## src/rtl/rsnh_div_cell.sv

```systemverilog
module rsnh_div_cell #(
  parameter int DW = 48,
  parameter int QW = 18
) (
  input  logic          clk_i,
  input  logic          rst_ni,
  input  logic          v_i,
  input  logic          neg_i,
  input  logic [DW-1:0] rem_i,
  input  logic [DW-1:0] dsh_i,
  input  logic [QW-1:0] q_i,
  output logic          v_o,
  output logic          neg_o,
  output logic [DW-1:0] rem_o,
  output logic [DW-1:0] dsh_o,
  output logic [QW-1:0] q_o
);

  logic ge;
  assign ge = (rem_i >= dsh_i);

  always_ff @(posedge clk_i or negedge rst_ni) begin
    if (!rst_ni) begin
      v_o <= 1'b0;
    end else begin
      v_o <= v_i;
    end
  end

  // One quotient bit per cell; the shifted divisor moves down one place.
  always_ff @(posedge clk_i) begin
    neg_o <= neg_i;
    rem_o <= ge ? (rem_i - dsh_i) : rem_i;
    dsh_o <= dsh_i >> 1;
    q_o   <= {q_i[QW-2:0], ge};
  end

endmodule

```

## src/rtl/rsnh_divider.sv

```systemverilog
module rsnh_divider #(
  parameter int DW = 48,
  parameter int QW = 18
) (
  input  logic          clk_i,
  input  logic          rst_ni,
  input  logic          in_v_i,
  input  logic          in_neg_i,
  input  logic [DW-1:0] in_mag_i,
  input  logic [DW-1:0] in_den_i,
  output logic          out_v_o,
  output logic          out_neg_o,
  output logic [QW-1:0] out_q_o
);

  logic          v   [QW+1];
  logic          neg [QW+1];
  logic [DW-1:0] rem [QW+1];
  logic [DW-1:0] dsh [QW+1];
  logic [QW-1:0] q   [QW+1];

  // The quotient is known to fit in QW bits, so the divisor starts QW-1 places up.
  assign v[0]   = in_v_i;
  assign neg[0] = in_neg_i;
  assign rem[0] = in_mag_i;
  assign dsh[0] = in_den_i << (QW - 1);
  assign q[0]   = '0;

  for (genvar i = 0; i < QW; i++) begin : g_cell
    rsnh_div_cell #(.DW(DW), .QW(QW)) u_cell (
      .clk_i  (clk_i),
      .rst_ni (rst_ni),
      .v_i    (v[i]),
      .neg_i  (neg[i]),
      .rem_i  (rem[i]),
      .dsh_i  (dsh[i]),
      .q_i    (q[i]),
      .v_o    (v[i+1]),
      .neg_o  (neg[i+1]),
      .rem_o  (rem[i+1]),
      .dsh_o  (dsh[i+1]),
      .q_o    (q[i+1])
    );
  end

  assign out_v_o   = v[QW];
  assign out_neg_o = neg[QW];
  assign out_q_o   = q[QW];

endmodule

```

## config.mk

```make
export PLATFORM = sky130hd
export DESIGN_NAME = rsnh_divider
export DESIGN_NICKNAME = d
export VERILOG_FILES = /design/src/rtl/rsnh_div_cell.sv /design/src/rtl/rsnh_divider.sv
export SDC_FILE = /design/constraint.sdc
export NUM_CORES = 2
export LEC_CHECK = 0
export BUFFER_PORTS_ARGS = -buffer_cell sky130_fd_sc_hd__clkbuf_2
export CAP_MARGIN = 20
export CORE_MARGIN = 1.5
export CORE_UTILIZATION = 57
export CTS_CLUSTER_DIAMETER = 50
export DETAILED_ROUTE_END_ITERATION = 7
export PLACE_DENSITY = 0.81
export SETUP_SLACK_MARGIN = 0.4
export SYNTH_ARGS = -nofsm -noshare
export SYNTH_HDL_FRONTEND = slang
export SYNTH_SLANG_ARGS = --single-unit
```

## constraint.sdc

```tcl
create_clock -name clk_i -period 3.5 [get_ports clk_i]
set_input_delay 0.7 -clock clk_i [delete_from_list [all_inputs] [get_ports clk_i]]
set_output_delay 0.7 -clock clk_i [all_outputs]
set_load 0.01 [all_outputs]
```

==> impl_metrics.csv <==
group,metric,value,unit
routing,num_vias,57800,
flow_run,maxCapViolations,0,
floorplan,initial_utilization,0.574,
synth,synthesis.area,69800,sq um
global_route,grt.total_usage,0.269,
layout,instances_no_fill,10300,
global_route,antenna_found_initial,0,
global_route,top_usage_layer,"met2",
status,violations,"negative setup slack",
pwr,p_per_area,972,nW/um^2
synth,synthSimpleGateAreaFrac,0.132,
synth,synthMuxAreaShare,0.0110,
cts,h-tree-depth,4,
global_route,grt_util_met3,0.0343,
layout,antenna_cells,0,
layout,multi_input_area,39700,sq um
placed_design,place.gp.congestion,0.952,
setup_path,required,4.23,ns
routing,drcViolationCount,0,
cts,cts_buffer_depth,3,
setup_path,cp.arrival,4.37,ns
global_route,grt_pass1_wl,276,mm
sta,fin_hold_ws,0.0501,ns
sta,relSlewSlack,0.394,
setup_path,worstSetupEndpointType,"flop",
setup_path,worstSetupPathType,"flop to flop",
sta,hold_violations,0,
setup_path,start_kind,"flop",
pwr,vdd_drop_max,0.726,mV
global_route,met1_usage,0.246,
floorplan,rows,128,
sta,tightest_slew,0.900,ns
routing,final_antenna_net_count,0,
synth,yosys.area.top_type_share,0.439,
layout,final_area,89400,sq um
placed_design,dpl_worst_slack,-0.273,ns
cts,clock_latency,0.81,ns
synth,synth_ff_type,"dfxtp_1",
placed_design,dp_cells,9669,
synth,avgSynthCellArea,9.08,sq um
setup_path,crit_top_cell,"buf_12",
sta,post-route-period-util,1.04,
sta,grt_setup_unrepaired,"yes",
synth,synth_edf_count,0,
cts,cts_tree,"yes",
layout,nFillCells,8019,
cts,cts_buffers,165,
sta,setup_viol,32,
synth,synth-seq-area-share,0.446,
synth,synth_top_family_by_area,"compound AO/OA/AOI/OAI gates",
synth,ys_warn_count,0,
cts,cts_sinks,1550,
synth,synth_seq_cells,1550,
placed_design,port_buffers,102,
setup_path,crit_buf_inv,7,
sta,fin_skew,0.0234,ns
routing,wirelength,183,mm
synth,synth_xor_area_frac,0.0725,
cts,clk_pin_slew,0.07,ns
setup_path,critPathTopFamily,"compound AO/OA/AOI/OAI gates",
pwr,p_leak,40.4,nW
sta,finalMaxSlewViolations,0,
floorplan,coreArea,122000,sq um
synth,synth_fp_nets,8362,
layout,nNetsFinal,9186,
floorplan,die-area,125000,sq um
sta,setup_slack,-0.140,ns
synth,synth_cells,7687,
sta,fmaxAchievable,275,MHz
synth,synth_adder_area_share,0.105,
routing,drtPass1Iterations,6,
routing,initialDrtViolationCount,3508,
setup_path,slowest_stage,"a2111oi_4",
layout,syn2layout_area_growth,28.1,%
placed_design,hpwlAfterDp,121,mm
floorplan,die_h,353,um
placed_design,dpl-instance-area,75500,sq um
cts,cts-root-buf,"clkbuf_16",
synth,synth.area.top_cells,"dfxtp_1, ha_1, o21ai_0",
global_route,grt_overflow_total,0,
synth,ys_async_sr_fraction,0.0116,
global_route,grt_use_met2,0.531,
setup_path,cp_max_fo,6,
floorplan,ioPinCount,120,
setup_path,slowest_delay,0.45,ns
routing,wl_per_cell,17.8,um
synth,synth_compound_area_frac,0.183,
layout,regArea,31200,sq um
setup_path,path_cells,"inv_2 -> ha_4 -> inv_2 -> fa_2 -> a21o_1 -> a221oi_4 -> o221ai_4 -> a2111oi_4 -> nor2_2 -> a21oi_2 -> o41ai_2 -> buf_4 -> a31oi_4 -> buf_12 -> buf_12 -> buf_12 -> buf_16 -> nand2_4 -> o21ai_1",
routing,viasPerCell,5.63,
setup_path,r2r_slack,-0.14,ns
hold_path,hp-class,"primary input to flop",
floorplan,die_x,353,um
synth,synth.distinct_cells,86,
status,outcome,"finished with violations",
synth,synth_top_cell_by_area,"dfxtp_1",
layout,drive_gt1_frac,0.225,
sta,min_period,3.64,ns
global_route,grt_pass1_vias,58100,
global_route,grt_max_degree,58,
## what timing repair did
action / 4_1_cts / 5_1_grt
buffers inserted: 124 / 94
pin swaps: 271 / 307
hold buffers: 48 / 0
endpoints found under the hold margin: 65 / 0
cloned: 21 / 13
gates resized for setup: 586 / 627
setup endpoints to repair: 608 / 635
## kinds of logic (layout without fill, tap and decap cells)
logic type / count (synthesis) / in the layout
buffers and inverters: 931 / 1887
adders and majority gates: 575 / 575
xor gates and xnor gates: 578 / 578
DFF: 1550 / 1550
AOI/OAI and AO/OA: 2078 / 2078
muxes: 69 / 69
and+or+nand+nor: 1906 / 1906
## per-stage QoR
stage	TNS [ns]	total power [mW]	util
floorplan	0	50.7	-
global placement	-1.89	59.7	0.621
detailed placement	-6.46	60.7	0.621
CTS	-0.0869	82.3	0.705
global route	-7.85	92.1	0.735
finish	-2.38	86.9	0.735
## path summary, 6_finish.rpt
kind | start | depth (start not counted) | to
worst min-delay path | in_den_i[0] | 1 | g_cell[0].u_cell.dsh_o[16]$_DFF_P_
worst max register to register | g_cell[2].u_cell.rem_o[14]$_DFF_P_ | 19 | g_cell[3].u_cell.rem_o[37]$_DFF_P_
min in group asynchronous | rst_ni | 2 | g_cell[6].u_cell.v_o$_DFF_PN0_
worst max-delay path | g_cell[2].u_cell.rem_o[14]$_DFF_P_ | 19 | g_cell[3].u_cell.rem_o[37]$_DFF_P_
max in group asynchronous | rst_ni | 2 | g_cell[17].u_cell.v_o$_DFF_PN0_
worst min register to register | g_cell[15].u_cell.q_o[14]$_DFF_P_ | 0 | g_cell[16].u_cell.q_o[15]$_DFF_P_
## registers in the layout (all words and copies together), names as in the netlist
register and count:
g_cell.u_cell.rem_o 816, g_cell.u_cell.q_o 171, g_cell.u_cell.dsh_o 527, g_cell.u_cell.v_o 18
g_cell.u_cell.neg_o 18
## area by class of cell
| type | count | share of cell area |
|---|---|---|
| clock inverter | 66 | 0.0125 |
| tap | 1625 | 0.0227 |
| multi-input combinational | 5206 | 0.444 |
| sequential | 1550 | 0.349 |
| clock buffer | 233 | 0.0531 |
| inverter | 717 | 0.0303 |
| timing repair buffer | 871 | 0.0884 |
## layout by cell type (no fill, tap or decap), drive strengths merged, types with 37 or more instances in the layout
cell type    synthesis  final
nor2               391    391
a21oi              601    601
and3                65     65
buf                 41    708
nand4               92     92
o21ai              632    632
o31ai               48     48
ha                 558    558
o21a                57     57
or3                 37     37
dlygate4sd3          0     48
o21bai              66     66
xnor2              301    301
dfxtp             1532   1532
nor2b               81     81
nor4                77     77
and2                37     37
xor2               277    277
a31oi               60     60
nor3                97     97
clkbuf             173    345
a21o               345    345
nand2              682    682
mux2                61     61
inv                717    735
a211oi              39     39
nand3              122    122
nand2b              93     93
## Yosys cell counts (57+ instances only)
cell      instances
inv_1           716
clkbuf_1        172
o21a_1           57
a21oi_1         599
nand2_1         682
o21bai_1         66
nand2b_1         93
nor4_1           74
o21ai_0         624
mux2_2           61
nor2b_1          81
dfxtp_1        1532
xnor2_1         301
nand4_1          92
xor2_1          277
nor2_1          391
nor3_1           96
a21o_1          345
ha_1            558
nand3_1         122
and3_1           65
a31oi_1          57
## where the power goes
part	internal [mW]	switching, mW	total, mW	leakage [nW]
Combinational	20.0	22.5	42.5	24.5
Clock	10.9	7.36	18.3	2.83
Sequential	22.8	3.35	26.1	13.1
Total	53.7	33.2	86.9	40.4
## per-layer routing
metal,vias to the layer above,part of all wire
met5,-,0
met4,0,0.082
met3,766,0.035
met2,1828,0.54
met1,26900,0.35
li1,28300,-
No activity file was read; power rests on OpenSTA's default activity.
