==> src/rtl/rsnh_pkg.sv <==
package rsnh_pkg;

  // Defaults for the top-level parameters.
  localparam int MAX_SEG_DEF  = 128;
  localparam int FRAC_BITS_DEF = 4;

  // Field widths.
  localparam int CRD_W  = 13;
  localparam int IDX_W  = 7;
  localparam int HIT_W  = 17;
  localparam int UNIT_W = 16;
  localparam int CFG_W  = 13;
  localparam int CFG_IDX_W = 2;

  // Configuration register indexes.
  localparam logic [CFG_IDX_W-1:0] REG_ORIGIN_X = 2'd0;
  localparam logic [CFG_IDX_W-1:0] REG_ORIGIN_Y = 2'd1;
  localparam logic [CFG_IDX_W-1:0] REG_ACTIVE   = 2'd2;

  localparam logic [CRD_W-1:0] ORIGIN_RST = 13'd512;

  // Item kinds.
  localparam logic KIND_LOAD  = 1'b0;
  localparam logic KIND_QUERY = 1'b1;

  // Square root unit: radicand is the squared length shifted up by 16.
  localparam int SQ_W     = 44;
  localparam int SQ_RW    = 22;
  localparam int SQ_STEPS = 22;

  // Q1.14 one.
  localparam int UNIT_ONE = 16384;

  typedef struct packed {
    logic signed [CRD_W-1:0]  ax;
    logic signed [CRD_W-1:0]  ay;
    logic signed [CRD_W-1:0]  bx;
    logic signed [CRD_W-1:0]  by;
    logic signed [UNIT_W-1:0] ux;
    logic signed [UNIT_W-1:0] uy;
  } seg_entry_t;

endpackage

==> src/rtl/rsnh_isqrt.sv <==
module rsnh_isqrt (
  input  logic                      clk_i,
  input  logic                      rst_ni,
  input  logic                      start_i,
  input  logic [rsnh_pkg::SQ_W-1:0] rad_i,
  output logic                      done_o,
  output logic [rsnh_pkg::SQ_RW-1:0] root_o
);
  import rsnh_pkg::*;

  logic            busy_q;
  logic [4:0]      cnt_q;
  logic [SQ_W-1:0] n_q, r_q, bit_q;
  logic [SQ_W-1:0] trial;

  assign trial  = r_q + bit_q;
  assign root_o = r_q[SQ_RW-1:0];

  always_ff @(posedge clk_i or negedge rst_ni) begin
    if (!rst_ni) begin
      busy_q <= 1'b0;
      done_o <= 1'b0;
      cnt_q  <= '0;
    end else begin
      done_o <= 1'b0;
      if (start_i) begin
        busy_q <= 1'b1;
        cnt_q  <= 5'(SQ_STEPS);
      end else if (busy_q) begin
        cnt_q <= cnt_q - 5'd1;
        if (cnt_q == 5'd1) begin
          busy_q <= 1'b0;
          done_o <= 1'b1;
        end
      end
    end
  end

  // Digit-by-digit root, two radicand bits per cycle.
  always_ff @(posedge clk_i) begin
    if (start_i) begin
      n_q   <= rad_i;
      r_q   <= '0;
      bit_q <= SQ_W'(1) << (SQ_W - 2);
    end else if (busy_q) begin
      if (n_q >= trial) begin
        n_q <= n_q - trial;
        r_q <= (r_q >> 1) + bit_q;
      end else begin
        r_q <= r_q >> 1;
      end
      bit_q <= bit_q >> 2;
    end
  end

endmodule

==> config.mk <==
export PLATFORM = sky130hd
export DESIGN_NAME = rsnh_isqrt
export DESIGN_NICKNAME = d
export VERILOG_FILES = /design/src/rtl/rsnh_pkg.sv /design/src/rtl/rsnh_isqrt.sv
export SDC_FILE = /design/constraint.sdc
export NUM_CORES = 1
export LEC_CHECK = 0
export BUFFER_PORTS_ARGS = -buffer_cell sky130_fd_sc_hd__buf_2
export CAP_MARGIN = 5
export CORE_ASPECT_RATIO = 0.7
export CORE_MARGIN = 1.5
export CORE_UTILIZATION = 40
export DETAILED_ROUTE_END_ITERATION = 8
export PLACE_DENSITY = 0.58
export SETUP_SLACK_MARGIN = 0.3
export SLEW_MARGIN = 0
export SYNTH_ARGS = -nofsm -noshare
export SYNTH_HDL_FRONTEND = slang
export SYNTH_SLANG_ARGS = --single-unit
==> constraint.sdc <==
create_clock -name clk_i -period 8.8 [get_ports clk_i]
set_clock_uncertainty 0.1 [all_clocks]
set_input_delay 0.88 -clock clk_i [delete_from_list [all_inputs] [get_ports clk_i]]
set_output_delay 0.88 -clock clk_i [all_outputs]
set_load 0.02 [all_outputs]
==> results.py, run 1 <==
metrics = {
    "status": {
        "status": "complete, no violations",
    },
    "hold_path": {
        "min_path_type": "in -> async",
    },
    "finish": {
        "nets": 1514,
        "layout_commonest_cell": "nand2_1",
        "mostFrequentLayoutCells": "nand2_1 (149), nor2_1 (125), o21ai_0 (112)",
        "fillers": 2687,
        "syn_to_final_growth_pct": 8.88,
        "finish.utilization": 0.446,
        "final_area_um2": 12000,
        "drive_gt1_frac": 0.103,
        "multi_input_area_um2": 7530,
        "fin_cells": 1751,
        "seqCellArea_um2": 2820,
        "num_antenna_cells": 0,
    },
    "detailed_routing": {
        "drt-total-wl_um": 32200,
        "wl_per_cell_um": 18.4,
        "drtAntennaViolNets": 0,
        "wl_met3_um": 1980,
        "highest_layer": "met4",
        "wl_met2_um": 13900,
        "firstDrtPassIters": 6,
        "routed_via_density": 5.95,
        "m1WireLength_um": 15800,
        "drt_iter0_drc": 937,
        "dr_total_vias": 10400,
        "drc_errors": 0,
    },
    "timing": {
        "rsz0062_at_grt": "no",
        "fmax_mhz": 162,
        "hold_viol_final": 0,
        "worst_pin_slew_ns": 0.890,
        "relSlewSlack": 0.407,
        "holdWs_ns": 0.169,
        "period_share": 0.701,
        "final-max-slew-violation-count": 0,
        "finalSetupTns_ns": 0,
        "fin_ws_ns": 2.63,
        "layout_min_cycle_time_ns": 6.17,
        "setup_viol": 0,
    },
    "synth": {
        "yosysSeqAreaShare": 0.257,
        "syn_avg_cell_area_um2": 7.99,
        "synth-simple-area-share": 0.188,
        "synthMuxAreaShare": 0.0392,
        "synth_edf_count": 44,
        "synthXorXnorAreaFrac": 0.0726,
        "synth_top_family_by_area": "compound AO/OA/AOI/OAI gates",
        "yosys.area_share.adder": 0.107,
        "synth_area_um2": 11000,
        "netlist_instances": 1374,
        "synth-seq-cells": 117,
        "syn-num-nets": 1514,
        "synth_cell_type_count": 86,
        "ys_warn_count": 0,
        "synthFlopType": "dfxtp_1",
        "synth-async-reset-ratio": 0.0598,
        "synth_compound_area_frac": 0.278,
    },
    "critical_path": {
        "start_kind": "flop",
        "arrival_ns": 6.13,
        "worstSetupPathType": "reg -> reg",
        "reg2reg_depth": 17,
        "rr_startpoint": "r_q[8]",
        "worstPathRequired_ns": 8.76,
        "crit_fanout": 44,
        "r2r-end": "n_q[4]",
        "rrSetupSlack_ns": 2.63,
        "endpoint_kind": "flop",
    },
    "clock_network": {
        "clock_latency_ns": 0.44,
        "cts.reportedPaths.clkPinSlew_ns": 0.06,
        "numCtsBuffers": 17,
        "cts_tree": "yes",
        "cts_setup_buffers": 0,
        "ctsResizeCount": 0,
        "cts.htree.levels": 4,
        "cts_hold_buf": 0,
        "cts_sinks": 117,
        "clk_path_buf_depth": 2,
        "root_buffer": "clkbuf_16",
    },
    "run": {
        "maxCapViolCount": 0,
    },
    "floorplan": {
        "io_pins": 70,
        "rows": 50,
        "die_h_um": 142,
        "core_area_um2": 26800,
        "initial_core_util": 0.409,
        "dieArea_um2": 28500,
        "die_width_um": 201,
    },
    "placement": {
        "postPlaceCellArea_um2": 11400,
        "place_ws_ns": 2.76,
        "gpl.final_weighted_congestion": 0.867,
        "portBuffers": 69,
        "dp_hpwl_um": 23600,
        "placed_cells": 1719,
    },
    "global_routing": {
        "overflow": 0,
        "grt_max_degree": 83,
        "grtUsageTotal": 0.228,
        "antenna_found_initial": 0,
        "grt_pass1_wl_um": 52300,
        "grt_pass1_vias": 9614,
    },
    "power_and_ir_drop": {
        "vdd_drop_max_mv": 0.156,
        "p_total_mw": 4.14,
        "pwr_density_cell_nw_per_um2": 346,
        "p_leak_nw": 4.73,
    },
}
==> logic make-up after synthesis <==
family                   after synthesis
XOR/XNOR                              91
flip-flops                           117
AO/OA/AOI/OAI                        448
adder cells (fa/ha/maj)               93
buffers and inverters                142
multiplexers                          42
AND/OR/NAND/NOR                      441
==> state kept, by name (all words and copies together) (netlist names) <==
name / cells
bit_q: 22
busy_q: 1
cnt_q: 5
done_o: 1
n_q: 44
r_q: 44
==> worst max-delay path: stages, from the launching register on <==
cell and delay, ns:
dfxtp_1 0.40, ha_1 0.42, nand3_1 0.15, nor4_1 0.38, o21ai_0 0.22, a211oi_1 0.44
a21oi_1 0.25, o31ai_1 0.45, nand2_1 0.12, xor2_1 0.16, ha_1 0.42, and3_1 0.24
nand2_1 0.11, nor3_1 0.45, o221a_2 0.48, nor2_4 0.22, o21ai_4 0.16, buf_4 0.54
==> power breakdown <==
| group | internal, mW | switching (mW) |
|---|---|---|
| clock | 0.424 | 0.281 |
| combinational | 0.935 | 1.55 |
| sequential | 0.790 | 0.159 |
| total | 2.15 | 1.99 |
==> routing by layer <==
layer,vias up,global-route usage
met2,339,0.349
li1,5114,-
met3,46,0.0439
met5,-,0
met4,0,0.0609
met1,4926,0.325
==> cells in the mapped netlist (28+ instances only) <==
master,n,area [um2]
ha_1,92,1150
nand4_1,33,206
a21oi_1,84,420
a211oi_1,28,210
o21ai_0,113,566
xor2_1,39,342
nor2_1,125,469
inv_1,47,176
mux2i_1,34,340
dfxtp_1,66,1320
xnor2_1,52,455
nand3_1,28,140
clkbuf_1,48,180
edfxtp_1,44,1320
nand2_1,149,559
a31oi_1,38,238
==> worst max-delay path by stage <==
stage                  end  slack [ns]  cells after the start     from
global placement    n_q[0]        2.88                     18  r_q[12]
global route        n_q[3]        2.27                     17   r_q[8]
floorplan           n_q[0]        1.05                     17   r_q[2]
detailed placement  n_q[7]        2.76                     18  r_q[12]
CTS                 n_q[4]        2.73                     18  r_q[12]
finish              n_q[4]        2.63                     17   r_q[8]
==> final cells by class <==
type / instances / share of cell area
clock buffer: 25 / 0.0451
clock inverter: 7 / 0.00314
inverter: 48 / 0.0151
multi-input combinational: 1115 / 0.630
sequential: 117 / 0.236
tap: 364 / 0.0381
timing repair buffer: 75 / 0.0329
(Power assumes the default switching activity.)
==> run 2: changes to the inputs <==
clock period = 5.9 ns   (was 8.8 ns; I/O delays follow)
==> run 2 against run 1 <==
  * Power increased by 57%
  * Non-clock buffer count grew 24
  * First-iteration DRC count up 1.2%
  * Final area is 3.0% higher
  * Sequential cell count stayed put
  * Clock-buffer cell count decreased by 5
  * Routed wire length grew 3.8%
  * Register-to-register slack worse by 2.2 ns
  * Critical path depth is 2 higher
  * Combinational power rose by 61%
  * Worst setup slack lost 2.2 ns
  * Via count rose by 0.42%
==> results.py, run 2 (synthesized netlist as in run 1, its figures left out) <==
metrics = {
    "critical_path": {
        "crit_top_cell": "buf_4",
        "reg2reg_depth": 19,
        "rrSetupSlack_ns": 0.47,
        "r2r-end": "r_q[34]",
        "crit_fanout": 9,
        "worstPathRequired_ns": 6.15,
        "rr_startpoint": "r_q[2]",
        "arrival_ns": 5.68,
        "cp_top_family": "compound AO/OA/AOI/OAI gates",
        "worstSetupPathType": "reg -> reg",
        "critPathMaxStageDelay_ns": 0.46,
        "crit_path_cell_trace": "ha_1, nand3_1, a221oi_4, a31oi_4, o41ai_4, buf_4, a41oi_2, o311a_1, xor2_1, ha_1, a21o_1, a221o_1, a21oi_2, o31ai_4, buf_4, nor2_4, buf_4, o21ai_0, a21oi_1",
        "crit_path_top_delay_cell": "o311a_1",
        "start_kind": "flop",
        "endpoint_kind": "flop",
        "crit_buf_inv": 3,
    },
    "clock_network": {
        "numCtsBuffers": 17,
        "clock_latency_ns": 0.44,
        "cts.reportedPaths.clkPinSlew_ns": 0.06,
        "root_buffer": "clkbuf_16",
        "cts_sinks": 117,
        "cts.htree.levels": 4,
        "clk_path_buf_depth": 2,
        "cts_tree": "yes",
    },
    "timing": {
        "hold_viol_final": 0,
        "fmax_mhz": 184,
        "layout_min_cycle_time_ns": 5.43,
        "rsz0062_at_grt": "no",
        "period_share": 0.920,
        "final-max-slew-violation-count": 0,
        "finalSetupTns_ns": 0,
        "relSlewSlack": 0.458,
        "worst_pin_slew_ns": 0.793,
        "setup_viol": 0,
    },
    "run": {
        "maxCapViolCount": 0,
    },
    "floorplan": {
        "die_width_um": 201,
        "io_pins": 70,
        "core_area_um2": 26800,
        "dieArea_um2": 28500,
        "die_h_um": 142,
        "rows": 50,
        "initial_core_util": 0.409,
    },
    "status": {
        "status": "complete, no violations",
    },
    "global_routing": {
        "grt_pass1_wl_um": 51900,
        "overflow": 0,
        "grt_pass1_vias": 9636,
        "grt_max_degree": 67,
        "antenna_found_initial": 0,
        "grtUsageTotal": 0.229,
    },
    "detailed_routing": {
        "wl_per_cell_um": 18.8,
        "drtAntennaViolNets": 0,
        "dr_total_vias": 10500,
        "firstDrtPassIters": 7,
        "drt-total-wl_um": 33400,
        "routed_via_density": 5.88,
        "drt_iter0_drc": 948,
        "drc_errors": 0,
    },
    "finish": {
        "layout_commonest_cell": "nand2_1",
        "finish.utilization": 0.459,
        "seqCellArea_um2": 2820,
        "nets": 1542,
        "fillers": 2664,
        "mostFrequentLayoutCells": "nand2_1 (149), nor2_1 (123), o21ai_0 (111)",
        "top_regs": "n_q x44, r_q x44, bit_q x22",
        "num_antenna_cells": 0,
        "multi_input_area_um2": 7640,
        "syn_to_final_growth_pct": 12.2,
        "drive_gt1_frac": 0.131,
    },
    "placement": {
        "portBuffers": 69,
        "dp_hpwl_um": 24100,
        "gpl.final_weighted_congestion": 0.950,
    },
    "hold_path": {
        "holdPathStages": 3,
        "hold_end": "n_q[27]",
        "hold_start": "rad_i[27]",
        "min_path_type": "in -> reg",
    },
    "power_and_ir_drop": {
        "p_leak_nw": 4.90,
        "vdd_drop_max_mv": 0.240,
        "pwr_density_cell_nw_per_um2": 528,
    },
}
run 2: worst max-delay path by stage:
stage / startpoint / end / slack (ns) / cells after the start
3_5_place_dp: r_q[2] / r_q[25] / 0.21 / 16
2_1_floorplan: r_q[2] / n_q[0] / 0.62 / 17
6_report: r_q[2] / r_q[34] / 0.47 / 19
3_3_place_gp: r_q[8] / n_q[10] / 0.35 / 17
4_1_cts: r_q[2] / n_q[5] / 0.38 / 16
5_1_grt: r_q[2] / n_q[5] / 0.27 / 17
run 2: stage by stage:
| step | power (mW) | hold slack (ns) | setup slack, ns | std cells | instance area [um2] |
|---|---|---|---|---|---|
| 2_1_floorplan | 4.19 | 0.194 | 0.618 | 1374 | 11000 |
| 3_3_place_gp | 5.08 | 0.333 | 0.348 | 1735 | 11500 |
| 3_5_place_dp | 5.11 | 0.332 | 0.207 | 1735 | 11500 |
| 4_1_cts | 6.30 | 0.318 | 0.380 | 1769 | 12200 |
| 5_1_grt | 6.97 | 0.337 | 0.268 | 1779 | 12300 |
| 6_report | 6.50 | 0.322 | 0.474 | 1779 | 12300 |
run 2: cell type report:
type | instances | area share
well taps | 364 | 0.0370
inverters | 48 | 0.0146
clock inverters | 12 | 0.0119
repair buffers | 99 | 0.0480
clock buffers | 20 | 0.0388
multi-input cells | 1119 | 0.621
flip-flops and latches | 117 | 0.229
run 2: worst reg2reg max path, cell delays in order, from the launching register on:
cell      delay [ns]
dfxtp_1         0.36
ha_1            0.39
nand3_1         0.18
a221oi_4        0.34
a31oi_4         0.16
o41ai_4         0.29
buf_4           0.21
a41oi_2         0.24
o311a_1         0.46
xor2_1          0.16
ha_1            0.40
a21o_1          0.27
a221o_1         0.37
a21oi_2         0.24
o31ai_4         0.19
buf_4           0.19
nor2_4          0.33
buf_4           0.19
o21ai_0         0.07
a21oi_1         0.20
run 2: timing repair:
action	CTS	global route
setup buffers	0	7
pin swaps	1	7
setup endpoints to repair	63	88
hold buffers	1	0
gates resized for setup	2	18
cloned	1	3
endpoints found under the hold margin	7	0
run 2: layer usage:
| layer | global-route usage | wire (um) |
|---|---|---|
| met5 | 0 | 0 |
| met4 | 0.0491 | 344 |
| met3 | 0.0480 | 2340 |
| met2 | 0.360 | 14700 |
| met1 | 0.321 | 16100 |
run 2: where the power goes:
part / switching [mW] / total (mW) / internal, mW / leakage (nW)
combinational: 2.47 / 3.99 / 1.53 / 3.51
clock: 0.419 / 1.13 / 0.710 / 0.316
sequential: 0.199 / 1.37 / 1.18 / 1.07
